## src/rtoe_pkg.sv

```systemverilog
// ----------------------------------------------------------------------------
// rtoe_pkg
// Shared constants and types for the retransmission timeout estimator.
// ----------------------------------------------------------------------------
package rtoe_pkg;

  // Defaults of the top-level parameters.
  localparam int TIME_WIDTH_DEF    = 32;
  localparam int VAR_SHIFT_DEF     = 2;
  localparam int SRTT_SHIFT_DEF    = 3;
  localparam int RTO_GAIN_DEF      = 4;
  localparam int FIRST_VAR_DIV_DEF = 2;
  localparam int FLOOR_MULT_DEF    = 2;

  // Port widths.
  localparam int FIELD_W    = 32;
  localparam int FACTOR_W   = 16;
  localparam int CFG_IDX_W  = 2;
  localparam int CFG_DATA_W = 32;

  // Operation codes carried in tuser.
  localparam logic OP_SAMPLE  = 1'b0;
  localparam logic OP_BACKOFF = 1'b1;

  // Configuration register indexes.
  localparam logic [CFG_IDX_W-1:0] REG_MIN_RTO     = 2'd0;
  localparam logic [CFG_IDX_W-1:0] REG_MAX_RTO     = 2'd1;
  localparam logic [CFG_IDX_W-1:0] REG_BACKOFF     = 2'd2;
  localparam logic [CFG_IDX_W-1:0] REG_INITIAL_RTO = 2'd3;

  // Register reset values.
  localparam logic [FIELD_W-1:0]  MIN_RTO_RST     = 32'd200000;
  localparam logic [FIELD_W-1:0]  MAX_RTO_RST     = 32'd60000000;
  localparam logic [FACTOR_W-1:0] BACKOFF_RST     = 16'd307;
  localparam logic [FIELD_W-1:0]  INITIAL_RTO_RST = 32'd1000000;

  // Decoded controls of one request.
  typedef struct packed {
    logic backoff;
    logic zero_sample;
  } item_ctl_t;

endpackage

```

## src/rtoe_update.sv

```systemverilog
// ----------------------------------------------------------------------------
// rtoe_update
// Next-state logic: RTT smoothing, timeout clamping and timeout backoff.
// ----------------------------------------------------------------------------
module rtoe_update #(
  parameter int TIME_WIDTH = rtoe_pkg::TIME_WIDTH_DEF,
  parameter int VAR_SHIFT  = rtoe_pkg::VAR_SHIFT_DEF,
  parameter int SRTT_SHIFT = rtoe_pkg::SRTT_SHIFT_DEF,
  parameter int RTO_GAIN   = rtoe_pkg::RTO_GAIN_DEF,
  parameter int FLOOR_MULT = rtoe_pkg::FLOOR_MULT_DEF
) (
  input  rtoe_pkg::item_ctl_t               ctl,
  input  logic [TIME_WIDTH-1:0]             sample,
  input  logic [TIME_WIDTH-1:0]             sample_div,
  input  logic [TIME_WIDTH-1:0]             srtt,
  input  logic [TIME_WIDTH-1:0]             rttvar,
  input  logic [TIME_WIDTH-1:0]             rto,
  input  logic [rtoe_pkg::FIELD_W-1:0]      min_rto,
  input  logic [rtoe_pkg::FIELD_W-1:0]      max_rto,
  input  logic [rtoe_pkg::FACTOR_W-1:0]     backoff_factor,
  output logic [TIME_WIDTH-1:0]             srtt_next,
  output logic [TIME_WIDTH-1:0]             rttvar_next,
  output logic [TIME_WIDTH-1:0]             rto_next
);

  localparam int W  = TIME_WIDTH;
  localparam int XW = TIME_WIDTH + 8;
  localparam logic [W-1:0] TMAX = '1;

  function automatic logic [W-1:0] sat_x(input logic [XW-1:0] v);
    return (v > XW'(TMAX)) ? TMAX : v[W-1:0];
  endfunction

  function automatic logic [W-1:0] sat_cfg(input logic [rtoe_pkg::FIELD_W-1:0] v);
    return (v > rtoe_pkg::FIELD_W'(TMAX)) ? TMAX : W'(v);
  endfunction

  logic [W-1:0]            lo, hi;
  logic [W-1:0]            diff;
  logic [W+VAR_SHIFT:0]    var_acc;
  logic [W+SRTT_SHIFT:0]   srtt_acc;
  logic [W-1:0]            var_upd, srtt_upd;
  logic [W-1:0]            var_s, srtt_s;
  logic [W+4:0]            gain_prod;
  logic [W:0]              cand_sum;
  logic [W-1:0]            cand_sat, cand_lo;
  logic [W+7:0]            hi_prod;
  logic [23:0]             lo_prod;
  logic [W:0]              bo_sum;
  logic [W-1:0]            bo_sat;
  logic [W+6:0]            fm_prod;
  logic [W-1:0]            fm, flo, bo_lo;

  always_comb begin
    lo = sat_cfg(min_rto);
    hi = sat_cfg(max_rto);

    // Exact EWMA: ((2^k - 1) * a + b) >> k never exceeds the larger operand.
    diff     = (srtt > sample) ? (srtt - sample) : (sample - srtt);
    var_acc  = {1'b0, rttvar, {VAR_SHIFT{1'b0}}} - (W+VAR_SHIFT+1)'(rttvar)
               + (W+VAR_SHIFT+1)'(diff);
    srtt_acc = {1'b0, srtt, {SRTT_SHIFT{1'b0}}} - (W+SRTT_SHIFT+1)'(srtt)
               + (W+SRTT_SHIFT+1)'(sample);
    var_upd  = var_acc[W+VAR_SHIFT-1:VAR_SHIFT];
    srtt_upd = srtt_acc[W+SRTT_SHIFT-1:SRTT_SHIFT];

    // A zero SRTT means no sample has been taken yet.
    if (srtt == '0) begin
      srtt_s = sample;
      var_s  = sample_div;
    end else begin
      srtt_s = srtt_upd;
      var_s  = var_upd;
    end

    gain_prod = (W+5)'(var_s) * (W+5)'(RTO_GAIN);
    cand_sum  = (W+1)'(srtt_s) + (W+1)'(sat_x(XW'(gain_prod)));
    cand_sat  = sat_x(XW'(cand_sum));
    cand_lo   = (cand_sat < lo) ? lo : cand_sat;

    // Q8.8 backoff, split so that the fraction of the low byte is truncated once.
    hi_prod = (W+8)'(rto[W-1:8]) * (W+8)'(backoff_factor);
    lo_prod = 24'(rto[7:0]) * 24'(backoff_factor);
    bo_sum  = (W+1)'(sat_x(hi_prod)) + (W+1)'(lo_prod[23:8]);
    bo_sat  = sat_x(XW'(bo_sum));
    fm_prod = (W+7)'(lo) * (W+7)'(FLOOR_MULT);
    fm      = sat_x(XW'(fm_prod));
    flo     = (rto > fm) ? rto : fm;
    bo_lo   = (bo_sat < flo) ? flo : bo_sat;

    srtt_next   = srtt;
    rttvar_next = rttvar;
    rto_next    = rto;
    if (ctl.backoff) begin
      rto_next = (bo_lo > hi) ? hi : bo_lo;
    end else if (!ctl.zero_sample) begin
      srtt_next   = srtt_s;
      rttvar_next = var_s;
      rto_next    = (cand_lo > hi) ? hi : cand_lo;
    end
  end

endmodule

```

## src/rto_estimator_top.sv

```systemverilog
// ----------------------------------------------------------------------------
// rto_estimator_top
// Retransmission timeout estimator with smoothed RTT, RTT variation and
// fixed-point timeout backoff.
// ----------------------------------------------------------------------------
//  Channel   Direction  Contents
//  s_*       in         tuser: operation; tdata: sample_us
//  m_*       out        tdata: rto_us, srtt_us, rttvar_us (low bits first)
//  cfg_*     in         register write: index and data, no read-back
//
//  A request passes through the input register and then the result
//  register, where the state is updated as well.
//  One request is accepted in every cycle while results are taken.
//  When the result register is full and not taken, the input register holds
//  and s_tready falls once it is full too.
//  Synchronous reset clears the pipeline, restores the register defaults,
//  zeroes SRTT and RTTVAR and loads the timeout with max(initial, min).
// ----------------------------------------------------------------------------
module rto_estimator_top #(
  parameter int TIME_WIDTH    = rtoe_pkg::TIME_WIDTH_DEF,
  parameter int VAR_SHIFT     = rtoe_pkg::VAR_SHIFT_DEF,
  parameter int SRTT_SHIFT    = rtoe_pkg::SRTT_SHIFT_DEF,
  parameter int RTO_GAIN      = rtoe_pkg::RTO_GAIN_DEF,
  parameter int FIRST_VAR_DIV = rtoe_pkg::FIRST_VAR_DIV_DEF,
  parameter int FLOOR_MULT    = rtoe_pkg::FLOOR_MULT_DEF
) (
  input  logic                                clk,
  input  logic                                rst,
  input  logic                                s_tvalid,
  output logic                                s_tready,
  input  logic [rtoe_pkg::FIELD_W-1:0]        s_tdata,   // [31:0] sample_us
  input  logic [0:0]                          s_tuser,   // [0] operation
  output logic                                m_tvalid,
  input  logic                                m_tready,
  // [31:0] rto_us, [63:32] srtt_us, [95:64] rttvar_us
  output logic [3*rtoe_pkg::FIELD_W-1:0]      m_tdata,
  input  logic                                cfg_we,
  input  logic [rtoe_pkg::CFG_IDX_W-1:0]      cfg_index,
  input  logic [rtoe_pkg::CFG_DATA_W-1:0]     cfg_data
);

  localparam int W = TIME_WIDTH;
  localparam logic [W-1:0] TMAX = '1;

  // The first sample is divided by a constant through a reciprocal multiply
  // that is exact for every W-bit dividend.
  localparam int DIV_L  = $clog2(FIRST_VAR_DIV);
  localparam int DIV_S  = W + DIV_L;
  localparam int DIV_PW = DIV_S + W;
  localparam logic [DIV_S+1:0] DIV_ONE    = 1;
  localparam logic [DIV_S+1:0] DIV_M_WIDE = ((DIV_ONE << DIV_S)
                                             + (DIV_S+2)'(FIRST_VAR_DIV - 1))
                                            / (DIV_S+2)'(FIRST_VAR_DIV);
  localparam logic [W:0]       DIV_M      = DIV_M_WIDE[W:0];

  function automatic logic [W-1:0] sat_cfg(input logic [rtoe_pkg::FIELD_W-1:0] v);
    return (v > rtoe_pkg::FIELD_W'(TMAX)) ? TMAX : W'(v);
  endfunction

  function automatic logic [W-1:0] reload_of(input logic [rtoe_pkg::FIELD_W-1:0] init_v,
                                             input logic [rtoe_pkg::FIELD_W-1:0] min_v);
    logic [W-1:0] i_s;
    logic [W-1:0] m_s;
    i_s = sat_cfg(init_v);
    m_s = sat_cfg(min_v);
    return (i_s > m_s) ? i_s : m_s;
  endfunction

  // Configuration registers.
  logic [rtoe_pkg::FIELD_W-1:0]  min_rto, max_rto, initial_rto;
  logic [rtoe_pkg::FACTOR_W-1:0] backoff_factor;
  logic [rtoe_pkg::FIELD_W-1:0]  min_rto_next, initial_rto_next;

  // Estimator state.
  logic [W-1:0] srtt, rttvar, rto;
  logic [W-1:0] srtt_next, rttvar_next, rto_next;

  // Input register.
  logic                in_valid;
  rtoe_pkg::item_ctl_t in_ctl;
  logic [W-1:0]        in_sample, in_sample_div;
  logic [W-1:0]        sample_sat;
  logic [DIV_PW-1:0]   div_prod;

  logic advance;
  logic [W-1:0] max_sat;

  assign advance  = !m_tvalid || m_tready;
  assign s_tready = !in_valid || advance;
  assign max_sat  = sat_cfg(max_rto);

  assign sample_sat = sat_cfg(s_tdata);
  assign div_prod   = DIV_PW'(sample_sat) * DIV_PW'(DIV_M);

  always_comb begin
    min_rto_next     = min_rto;
    initial_rto_next = initial_rto;
    if (cfg_we && cfg_index == rtoe_pkg::REG_MIN_RTO) begin
      min_rto_next = cfg_data;
    end
    if (cfg_we && cfg_index == rtoe_pkg::REG_INITIAL_RTO) begin
      initial_rto_next = cfg_data;
    end
  end

  rtoe_update #(
    .TIME_WIDTH (TIME_WIDTH),
    .VAR_SHIFT  (VAR_SHIFT),
    .SRTT_SHIFT (SRTT_SHIFT),
    .RTO_GAIN   (RTO_GAIN),
    .FLOOR_MULT (FLOOR_MULT)
  ) u_update (
    .ctl            (in_ctl),
    .sample         (in_sample),
    .sample_div     (in_sample_div),
    .srtt           (srtt),
    .rttvar         (rttvar),
    .rto            (rto),
    .min_rto        (min_rto),
    .max_rto        (max_rto),
    .backoff_factor (backoff_factor),
    .srtt_next      (srtt_next),
    .rttvar_next    (rttvar_next),
    .rto_next       (rto_next)
  );

  always_ff @(posedge clk) begin
    if (rst) begin
      in_valid       <= 1'b0;
      m_tvalid       <= 1'b0;
      min_rto        <= rtoe_pkg::MIN_RTO_RST;
      max_rto        <= rtoe_pkg::MAX_RTO_RST;
      backoff_factor <= rtoe_pkg::BACKOFF_RST;
      initial_rto    <= rtoe_pkg::INITIAL_RTO_RST;
      srtt           <= '0;
      rttvar         <= '0;
      rto            <= reload_of(rtoe_pkg::INITIAL_RTO_RST, rtoe_pkg::MIN_RTO_RST);
    end else begin
      if (s_tready) begin
        in_valid <= s_tvalid;
      end
      if (s_tvalid && s_tready) begin
        in_ctl.backoff     <= (s_tuser[0] == rtoe_pkg::OP_BACKOFF);
        in_ctl.zero_sample <= (s_tdata == '0);
        in_sample          <= sample_sat;
        in_sample_div      <= div_prod[DIV_PW-1:DIV_S];
      end
      if (advance) begin
        m_tvalid <= in_valid;
        if (in_valid) begin
          srtt    <= srtt_next;
          rttvar  <= rttvar_next;
          m_tdata <= {rtoe_pkg::FIELD_W'(rttvar_next), rtoe_pkg::FIELD_W'(srtt_next),
                      rtoe_pkg::FIELD_W'(rto_next)};
        end
      end
      // Writes only while the pipeline is empty, up to the user; timeout reloads.
      if (cfg_we) begin
        case (cfg_index)
          rtoe_pkg::REG_MIN_RTO:     min_rto        <= cfg_data;
          rtoe_pkg::REG_MAX_RTO:     max_rto        <= cfg_data;
          rtoe_pkg::REG_BACKOFF:     backoff_factor <= cfg_data[rtoe_pkg::FACTOR_W-1:0];
          rtoe_pkg::REG_INITIAL_RTO: initial_rto    <= cfg_data;
          default:                   min_rto        <= min_rto;
        endcase
        rto <= reload_of(initial_rto_next, min_rto_next);
      end else if (advance && in_valid) begin
        rto <= rto_next;
      end
    end
  end

`ifndef ASSERT_OFF
  // Once a sample has been taken, SRTT never drops back to the empty mark.
  a_srtt_sticky: assert property (@(posedge clk) disable iff (rst)
    (srtt != '0) |=> (srtt != '0))
    else $error("SRTT returned to zero after a sample");

  // A timeout or a nonzero sample leaves the timeout at or below the upper clamp.
  a_rto_capped: assert property (@(posedge clk) disable iff (rst)
    (in_valid && advance && !cfg_we && (in_ctl.backoff || !in_ctl.zero_sample))
      |=> (rto <= max_sat))
    else $error("timeout above max_rto after update");

  // A backoff never shortens the timeout unless the upper clamp bites.
  a_backoff_grows: assert property (@(posedge clk) disable iff (rst)
    (in_valid && advance && !cfg_we && in_ctl.backoff)
      |=> (rto >= $past(rto) || rto == max_sat))
    else $error("backoff reduced the timeout");

  // A request waiting in the input register is not disturbed by a stall.
  a_input_hold: assert property (@(posedge clk) disable iff (rst)
    (in_valid && !advance) |=> (in_valid && $stable(in_sample) && $stable(in_ctl)))
    else $error("input register changed while stalled");
`endif

endmodule

```

## config.mk

```make
export PLATFORM = sky130hd
export DESIGN_NAME = rto_estimator_top
export DESIGN_NICKNAME = d
export VERILOG_FILES = /design/src/rtoe_pkg.sv /design/src/rtoe_update.sv /design/src/rto_estimator_top.sv
export SDC_FILE = /design/constraint.sdc
export NUM_CORES = 2
export LEC_CHECK = 0
export ABC_AREA = 1
export BUFFER_PORTS_ARGS = -buffer_cell sky130_fd_sc_hd__buf_2
export CORE_MARGIN = 3
export CORE_UTILIZATION = 40
export CTS_CLUSTER_SIZE = 12
export DETAILED_ROUTE_END_ITERATION = 10
export PLACE_DENSITY_LB_ADDON = 0.2
export SLEW_MARGIN = 20
export SYNTH_ARGS = -nofsm -noshare
export SYNTH_HDL_FRONTEND = slang
export SYNTH_HIERARCHICAL = 1
export SYNTH_SLANG_ARGS = --single-unit
export TNS_END_PERCENT = 30
```

## constraint.sdc

```tcl
create_clock -name clk -period 15.76 [get_ports clk]
set_clock_uncertainty 0.1 [all_clocks]
set_input_delay 0.788 -clock clk [delete_from_list [all_inputs] [get_ports clk]]
set_output_delay 0.788 -clock clk [all_outputs]
set_load 0.1 [all_outputs]
```

# ---- Yosys cells after proc, flatten, opt, wreduce, memory -nomap -nowiden
# Cells that the tools add are included.
dict set report op_classes {
  n_mux 28
  n_reduce_logical 19
  n_mul 2
  n_addsub 8
  n_lt_le_gt_ge 17
  n_eq_ne 3
  bitwise_logic 1
}
# op count
set op_table {}
lappend op_table {{$mux 32} 28}
lappend op_table {{$gt 32x32->1} 5}
lappend op_table {{$gt 32x32->1 const B} 5}
lappend op_table {{$gt 33x32->1 const B} 3}
lappend op_table {{$logic_not 32->1} 2}
lappend op_table {{$lt 32x32->1} 2}
lappend op_table {{$sub 32x32->32} 2}
lappend op_table {{$gt 40x32->1 const B} 1}
lappend op_table {{$mul 24x16->40} 1}
lappend op_table {{$add 35x32->35} 1}
lappend op_table {{$sub 35x32->35} 1}
lappend op_table {{$add 34x32->34} 1}
lappend op_table {{$gt 34x32->1 const B} 1}
lappend op_table {{$sub 34x32->34} 1}
lappend op_table {{$add 32x16->33} 1}
lappend op_table {{$add 32x32->33} 1}
lappend op_table {{$mul 8x16->24} 1}
lappend op_table {{$reduce_and 2->1} 6}
lappend op_table {{$eq 2x2->1 const B} 2}
lappend op_table {{$logic_and 1x1->1} 4}
lappend op_table {{$reduce_and 3->1} 1}
lappend op_table {{$eq 2x1->1 const B} 1}
lappend op_table {{$logic_not 1->1} 2}
lappend op_table {{$logic_not 2->1} 1}
lappend op_table {{3 further kinds} 4}
dict set report word_totals {
  word_cells 92
  out_inout_bits 98
  in_bits 72
  register_bits 340
}

# ---- Depth between registers and ports, before layout
dict set report depth {
  depth_word 17
  ltp_mapped 94
  depth_no_buf 86
}

# ---- Modules after synthesis
# Netlist, hierarchy kept.
# mod cells_per_inst seq_area_each_um2 area_each_um2 instances
set by_module_without_submodules {}
lappend by_module_without_submodules {rtoe_update 5669 0.0 35973.3 1}
lappend by_module_without_submodules {rto_estimator_top 1327 8107.8 12833.6 1}

# ---- Worst setup path after synthesis
# Ideal clock, no wire load.
dict set report synth_timing {
  kind {register to register}
  startpoint {register srtt[3]}
  endpoint {register rto[10]}
  period_less_slack_ps 12535
  setup_ps 119
  t_required_ps 15541
  path_slack_ps 3225
  stages_incl_launch_ff 83
  arrival_ps 12316
  n_path_buf 7
  cell_sequence {dfxtp_1 inv_1 ha_1 a21oi_1 inv_1 a21oi_1 o221ai_1 a21oi_1 o21ai_0 nand2_1 o211ai_1 nand2_1 clkbuf_1 clkbuf_1 clkbuf_1 nand2_1 o21ai_0 xnor2_1 [... 47 more ...] nor4_1 nand2_2 buf_2 nand3_1 nand2_1 ha_1 nand2_1 nor2_1 nand4_1 nor4_1 a32o_1 clkbuf_1 buf_1 nand3_1 a21oi_1 nand2_1 o21ai_0 a21oi_1}
}
dict set report synth_via {
  elab_chain_len 17
  word_cells_on_any_way 23
  cone_classes {6 x add/sub; 5 x order compare; 11 x mux; 1 x reduce/logical}
}
# element line_no
set synth_lines {}
lappend synth_lines {{start: declaration} rto_estimator_top.sv:75} ;# logic [W-1:0] srtt, rttvar, rto;
lappend synth_lines {{start signal: assignment} rto_estimator_top.sv:151} ;# srtt <= srtt_next;
lappend synth_lines {{$sub 32x32->32 or $gt 32x32->1 (tied branches)} rtoe_update.sv:59} ;# diff = (srtt > sample) ? (srtt - sample) : (sample - srtt);
lappend synth_lines {{$mux 32} rtoe_update.sv:59}
lappend synth_lines {{$add 34x32->34} rtoe_update.sv:61} ;# + (W+VAR_SHIFT+1)'(diff);
lappend synth_lines {{$mux 32} rtoe_update.sv:68} ;# if (srtt == '0) begin
lappend synth_lines {{$gt 34x32->1} rtoe_update.sv:31} ;# return (v > XW'(TMAX)) ? TMAX : v[W-1:0];
lappend synth_lines {{$mux 32} rtoe_update.sv:31}
lappend synth_lines {{$add 32x32->33 (*)} rtoe_update.sv:77} ;# cand_sum = (W+1)'(srtt_s) + (W+1)'(sat_x(XW'(gain_prod)));
lappend synth_lines {{$gt 33x32->1} rtoe_update.sv:31}
lappend synth_lines {{[... 2 more ...]} --}
lappend synth_lines {{$mux 32 (*)} rtoe_update.sv:79} ;# cand_lo = (cand_sat < lo) ? lo : cand_sat;
lappend synth_lines {{$gt 32x32->1} rtoe_update.sv:99} ;# rto_next = (cand_lo > hi) ? hi : cand_lo;
lappend synth_lines {{$mux 32 (*)} rtoe_update.sv:99}
lappend synth_lines {{$mux 32 (*)} rtoe_update.sv:96} ;# end else if (!ctl.zero_sample) begin
lappend synth_lines {{$mux 32 (*)} rtoe_update.sv:94} ;# if (ctl.backoff) begin
lappend synth_lines {{net rto_next[10]} rto_estimator_top.sv:76} ;# logic [W-1:0] srtt_next, rttvar_next, rto_next;
lappend synth_lines {{$mux 32 (*)} rto_estimator_top.sv:167} ;# end else if (advance && in_valid) begin
lappend synth_lines {{$mux 32 (*)} rto_estimator_top.sv:158} ;# if (cfg_we) begin
lappend synth_lines {{end signal: assignment} rto_estimator_top.sv:137} ;# rto <= reload_of(rtoe_pkg::INITIAL_RTO_RST, rtoe_pkg::MIN_RTO_RST);
lappend synth_lines {{end signal: assignment} rto_estimator_top.sv:166} ;# rto <= reload_of(initial_rto_next, min_rto_next);
lappend synth_lines {{end signal: assignment} rto_estimator_top.sv:168} ;# rto <= rto_next;
lappend synth_lines {{end: declaration} rto_estimator_top.sv:75}
# The timed path passes the listed nets; every way through them passes the cells marked *. The select of a mux whose other input is x is not followed.
# A chain may end at the register's enable or synchronous reset.

# ---- Worst setup path in the final report
dict set report layout_timing {
  startpoint {register srtt[6]}
  endpoint {register rto[15]}
}
# Same word-level chain as after synthesis.

==> flow_metrics.env <==
export IMPL_fmax_mhz=68.40
export IMPL_die_h_um=355.3
export IMPL_die_area_sq_um=126200
export IMPL_cp_arrival_ns=14.98
export IMPL_nets=8074
export IMPL_detail_route_wl_per_cell_um=20.25
export IMPL_drc=0
export IMPL_syn_area_per_cell_sq_um=6.976
export IMPL_coreArea_sq_um=120400
export IMPL_place_hpwl_mm=141.5
export IMPL_die_x_um=355.3
export IMPL_synth_seq_area_share=0.1661
export IMPL_boundaryPins=170
export IMPL_relSlewSlack=0.2298
export IMPL_hp_class="in -> reg"
export IMPL_port_buffers=169
export IMPL_insertion_delay_ns=0.60
export IMPL_grt_max_degree=88
export IMPL_fin_cells=8673
export IMPL_ys_types=67
export IMPL_grt_overflow_total=0
export IMPL_maxCapViolations=0
export IMPL_routed_via_density=5.263
export IMPL_dr_pass1_iters=6
export IMPL_outcome="completed"
export IMPL_rsz0062_at_grt="false"
export IMPL_startpoint_type="flip-flop"
export IMPL_syn_inst=6996
export IMPL_synth_edf_count=130
export IMPL_fin_crit_sh=0.9276
export IMPL_cp_common_cell="nand2_1"
export IMPL_crit_required_ns=16.12
export IMPL_final_cell_mix="nand2_1, inv_1, nor2_1"
export IMPL_antenna_found_initial=4
export IMPL_critPathMaxStageDelay_ns=0.52
export IMPL_area_growth_syn_to_layout_pct=8.088
export IMPL_finalHoldViolations=0
export IMPL_cpLargestDelayFamily="compound AO/OA/AOI/OAI gates"
export IMPL_dp_cells=8597
export IMPL_place_gp_congestion=0.9913
export IMPL_post_cts_buffers=0
export IMPL_drt_wl_total_mm=175.7
export IMPL_initial_core_util=0.4052
export IMPL_clkSinkCount=340
export IMPL_final_max_slew_viol_count=0
export IMPL_async_flop_share=0
export IMPL_grt_pass1_vias=45700
export IMPL_yosys_warnings=6
export IMPL_core_rowCount=127
export IMPL_synth_seq_cells=340
export IMPL_grt_pass1_wl_mm=270.3
export IMPL_crit_buf_inv=12
export IMPL_ys_flop_type="dfxtp_1"
export IMPL_finalSetupViolCount=0
export IMPL_timing_hold_ws_ns=0.2786
export IMPL_ant_nets=0
export IMPL_layout_commonest_cell="nand2_1"
export IMPL_ctsLongestPathBuffers=3
export IMPL_clk_pin_slew_ns=0.07
export IMPL_cts_buffers=41
export IMPL_slowest_stage="fa_1"
export IMPL_cp_end_kind="flip-flop"
export IMPL_dr_first_iter_drc_count=3533
export IMPL_cts_tree="built"
export IMPL_layout_drive_gt1_share=0.06445
export IMPL_tns_ns=0
export IMPL_layout_min_cycle_time_ns=14.62
export IMPL_critPathMaxFanout=30
export IMPL_synthesis_area_sq_um=48810
export IMPL_grt_usage=0.2750
export IMPL_worstSetupPathType="reg -> reg"
export IMPL_htree_levels=2
export IMPL_cts_root_buf="clkbuf_16"
export IMPL_worstMarginPinSlew_ns=1.145
export IMPL_num_vias=45650
export IMPL_synthesis_nets=8042
[cells in the mapped netlist (21+ instances only)]
| cell | count | area [sq um] |
|---|---|---|
| a211oi_1 | 21 | 157.7 |
| a21oi_1 | 476 | 2382 |
| buf_2 | 24 | 120.1 |
| clkbuf_1 | 230 | 863.3 |
| dfxtp_1 | 210 | 4204 |
| edfxtp_1 | 130 | 3904 |
| fa_1 | 454 | 9089 |
| ha_1 | 520 | 6506 |
| inv_1 | 1397 | 5244 |
| nand2_1 | 1639 | 6152 |
| nand3_1 | 304 | 1521 |
| nand4_1 | 39 | 244.0 |
| nor2_1 | 545 | 2046 |
| nor3_1 | 40 | 200.2 |
| nor4_1 | 25 | 156.4 |
| o211ai_1 | 28 | 210.2 |
| o21ai_0 | 461 | 2307 |
| o21ai_1 | 40 | 200.2 |
| or2_2 | 34 | 212.7 |
| xnor2_1 | 81 | 709.4 |
| xor2_1 | 75 | 656.9 |
[path summary, 6_finish.rpt]
check / slack (ns) / end / cells after the start / start
max: 1.14 / rto[15]$_SDFFE_PP0P_ / 83 / srtt[6]$_SDFFE_PP0P_
min: 0.28 / in_sample[8]$_DFFE_PP_ / 1 / s_tdata[8]
max reg2reg: 1.14 / rto[15]$_SDFFE_PP0P_ / 83 / srtt[6]$_SDFFE_PP0P_
min reg2reg: 0.41 / m_tvalid$_SDFFE_PP0P_ / 2 / in_valid$_SDFFE_PP0N_
[what timing repair did]
action | CTS | global route
endpoints found under the setup margin | 0 | 64
endpoints found under the hold margin | 0 | 0
hold buffers | 0 | 0
gates resized for setup | 0 | 32
[per-stage QoR]
stage	cell area (sq um)	setup WS, ns	utilization
after floorplan	48810	3.225	-
after detailed placement	51320	0.08726	0.4260
after CTS	52670	0.01497	0.4373
after global placement	51320	0.1537	0.4260
final	52750	1.140	0.4380
after global routing	52750	0.05628	0.4380
[state kept, by name, summed over array words and instances, names as in the netlist]
| signal | cells |
|---|---|
| rto | 32 |
| backoff_factor | 16 |
| m_tdata | 96 |
| min_rto | 32 |
| m_tvalid | 1 |
| rttvar | 32 |
| max_rto | 32 |
| srtt | 32 |
| in_sample | 32 |
| in_ctl | 2 |
| initial_rto | 32 |
| in_valid | 1 |
[kinds of logic (layout without fill, tap and decap cells)]
group                    after synthesis  in the layout  share of synthesized area
AND/OR/NAND/NOR                     2669           2669                     0.2231
buffers and inverters               1698           1762                     0.1334
AO/OA/AOI/OAI                       1141           1141                     0.1263
adder cells (fa/ha/maj)              974            974                     0.3195
flip-flops                           340            340                     0.1661
XOR/XNOR                             156            156                    0.02799
multiplexers                          17             17                   0.003486
other                                  1              2                 0.00007683
[metal layers]
| metal | global-route usage | vias up | share of wire |
|---|---|---|---|
| li1 | - | 21940 | - |
| met1 | 0.3558 | 21730 | 0.42 |
| met2 | 0.4662 | 1604 | 0.47 |
| met3 | 0.02691 | 375 | 0.059 |
| met4 | 0.1205 | 4 | 0.051 |
| met5 | 0 | - | 0.00013 |
[cell type report]
| type | instances | area, sq um |
|---|---|---|
| Clock inverter | 19 | 198.9 |
| Tap cell | 1612 | 2017 |
| Timing Repair Buffer | 274 | 1647 |
| Multi-Input combinational cell | 4958 | 34280 |
| Sequential cell | 340 | 8139 |
| Inverter | 1413 | 5313 |
| Fill cell | 12770 | 67690 |
| Clock buffer | 56 | 1154 |
| Antenna cell | 1 | 2.502 |
Power is left out: the tool's default activity adds up to more than one toggle a clock period on the data nets, which glitch-free logic cannot reach.
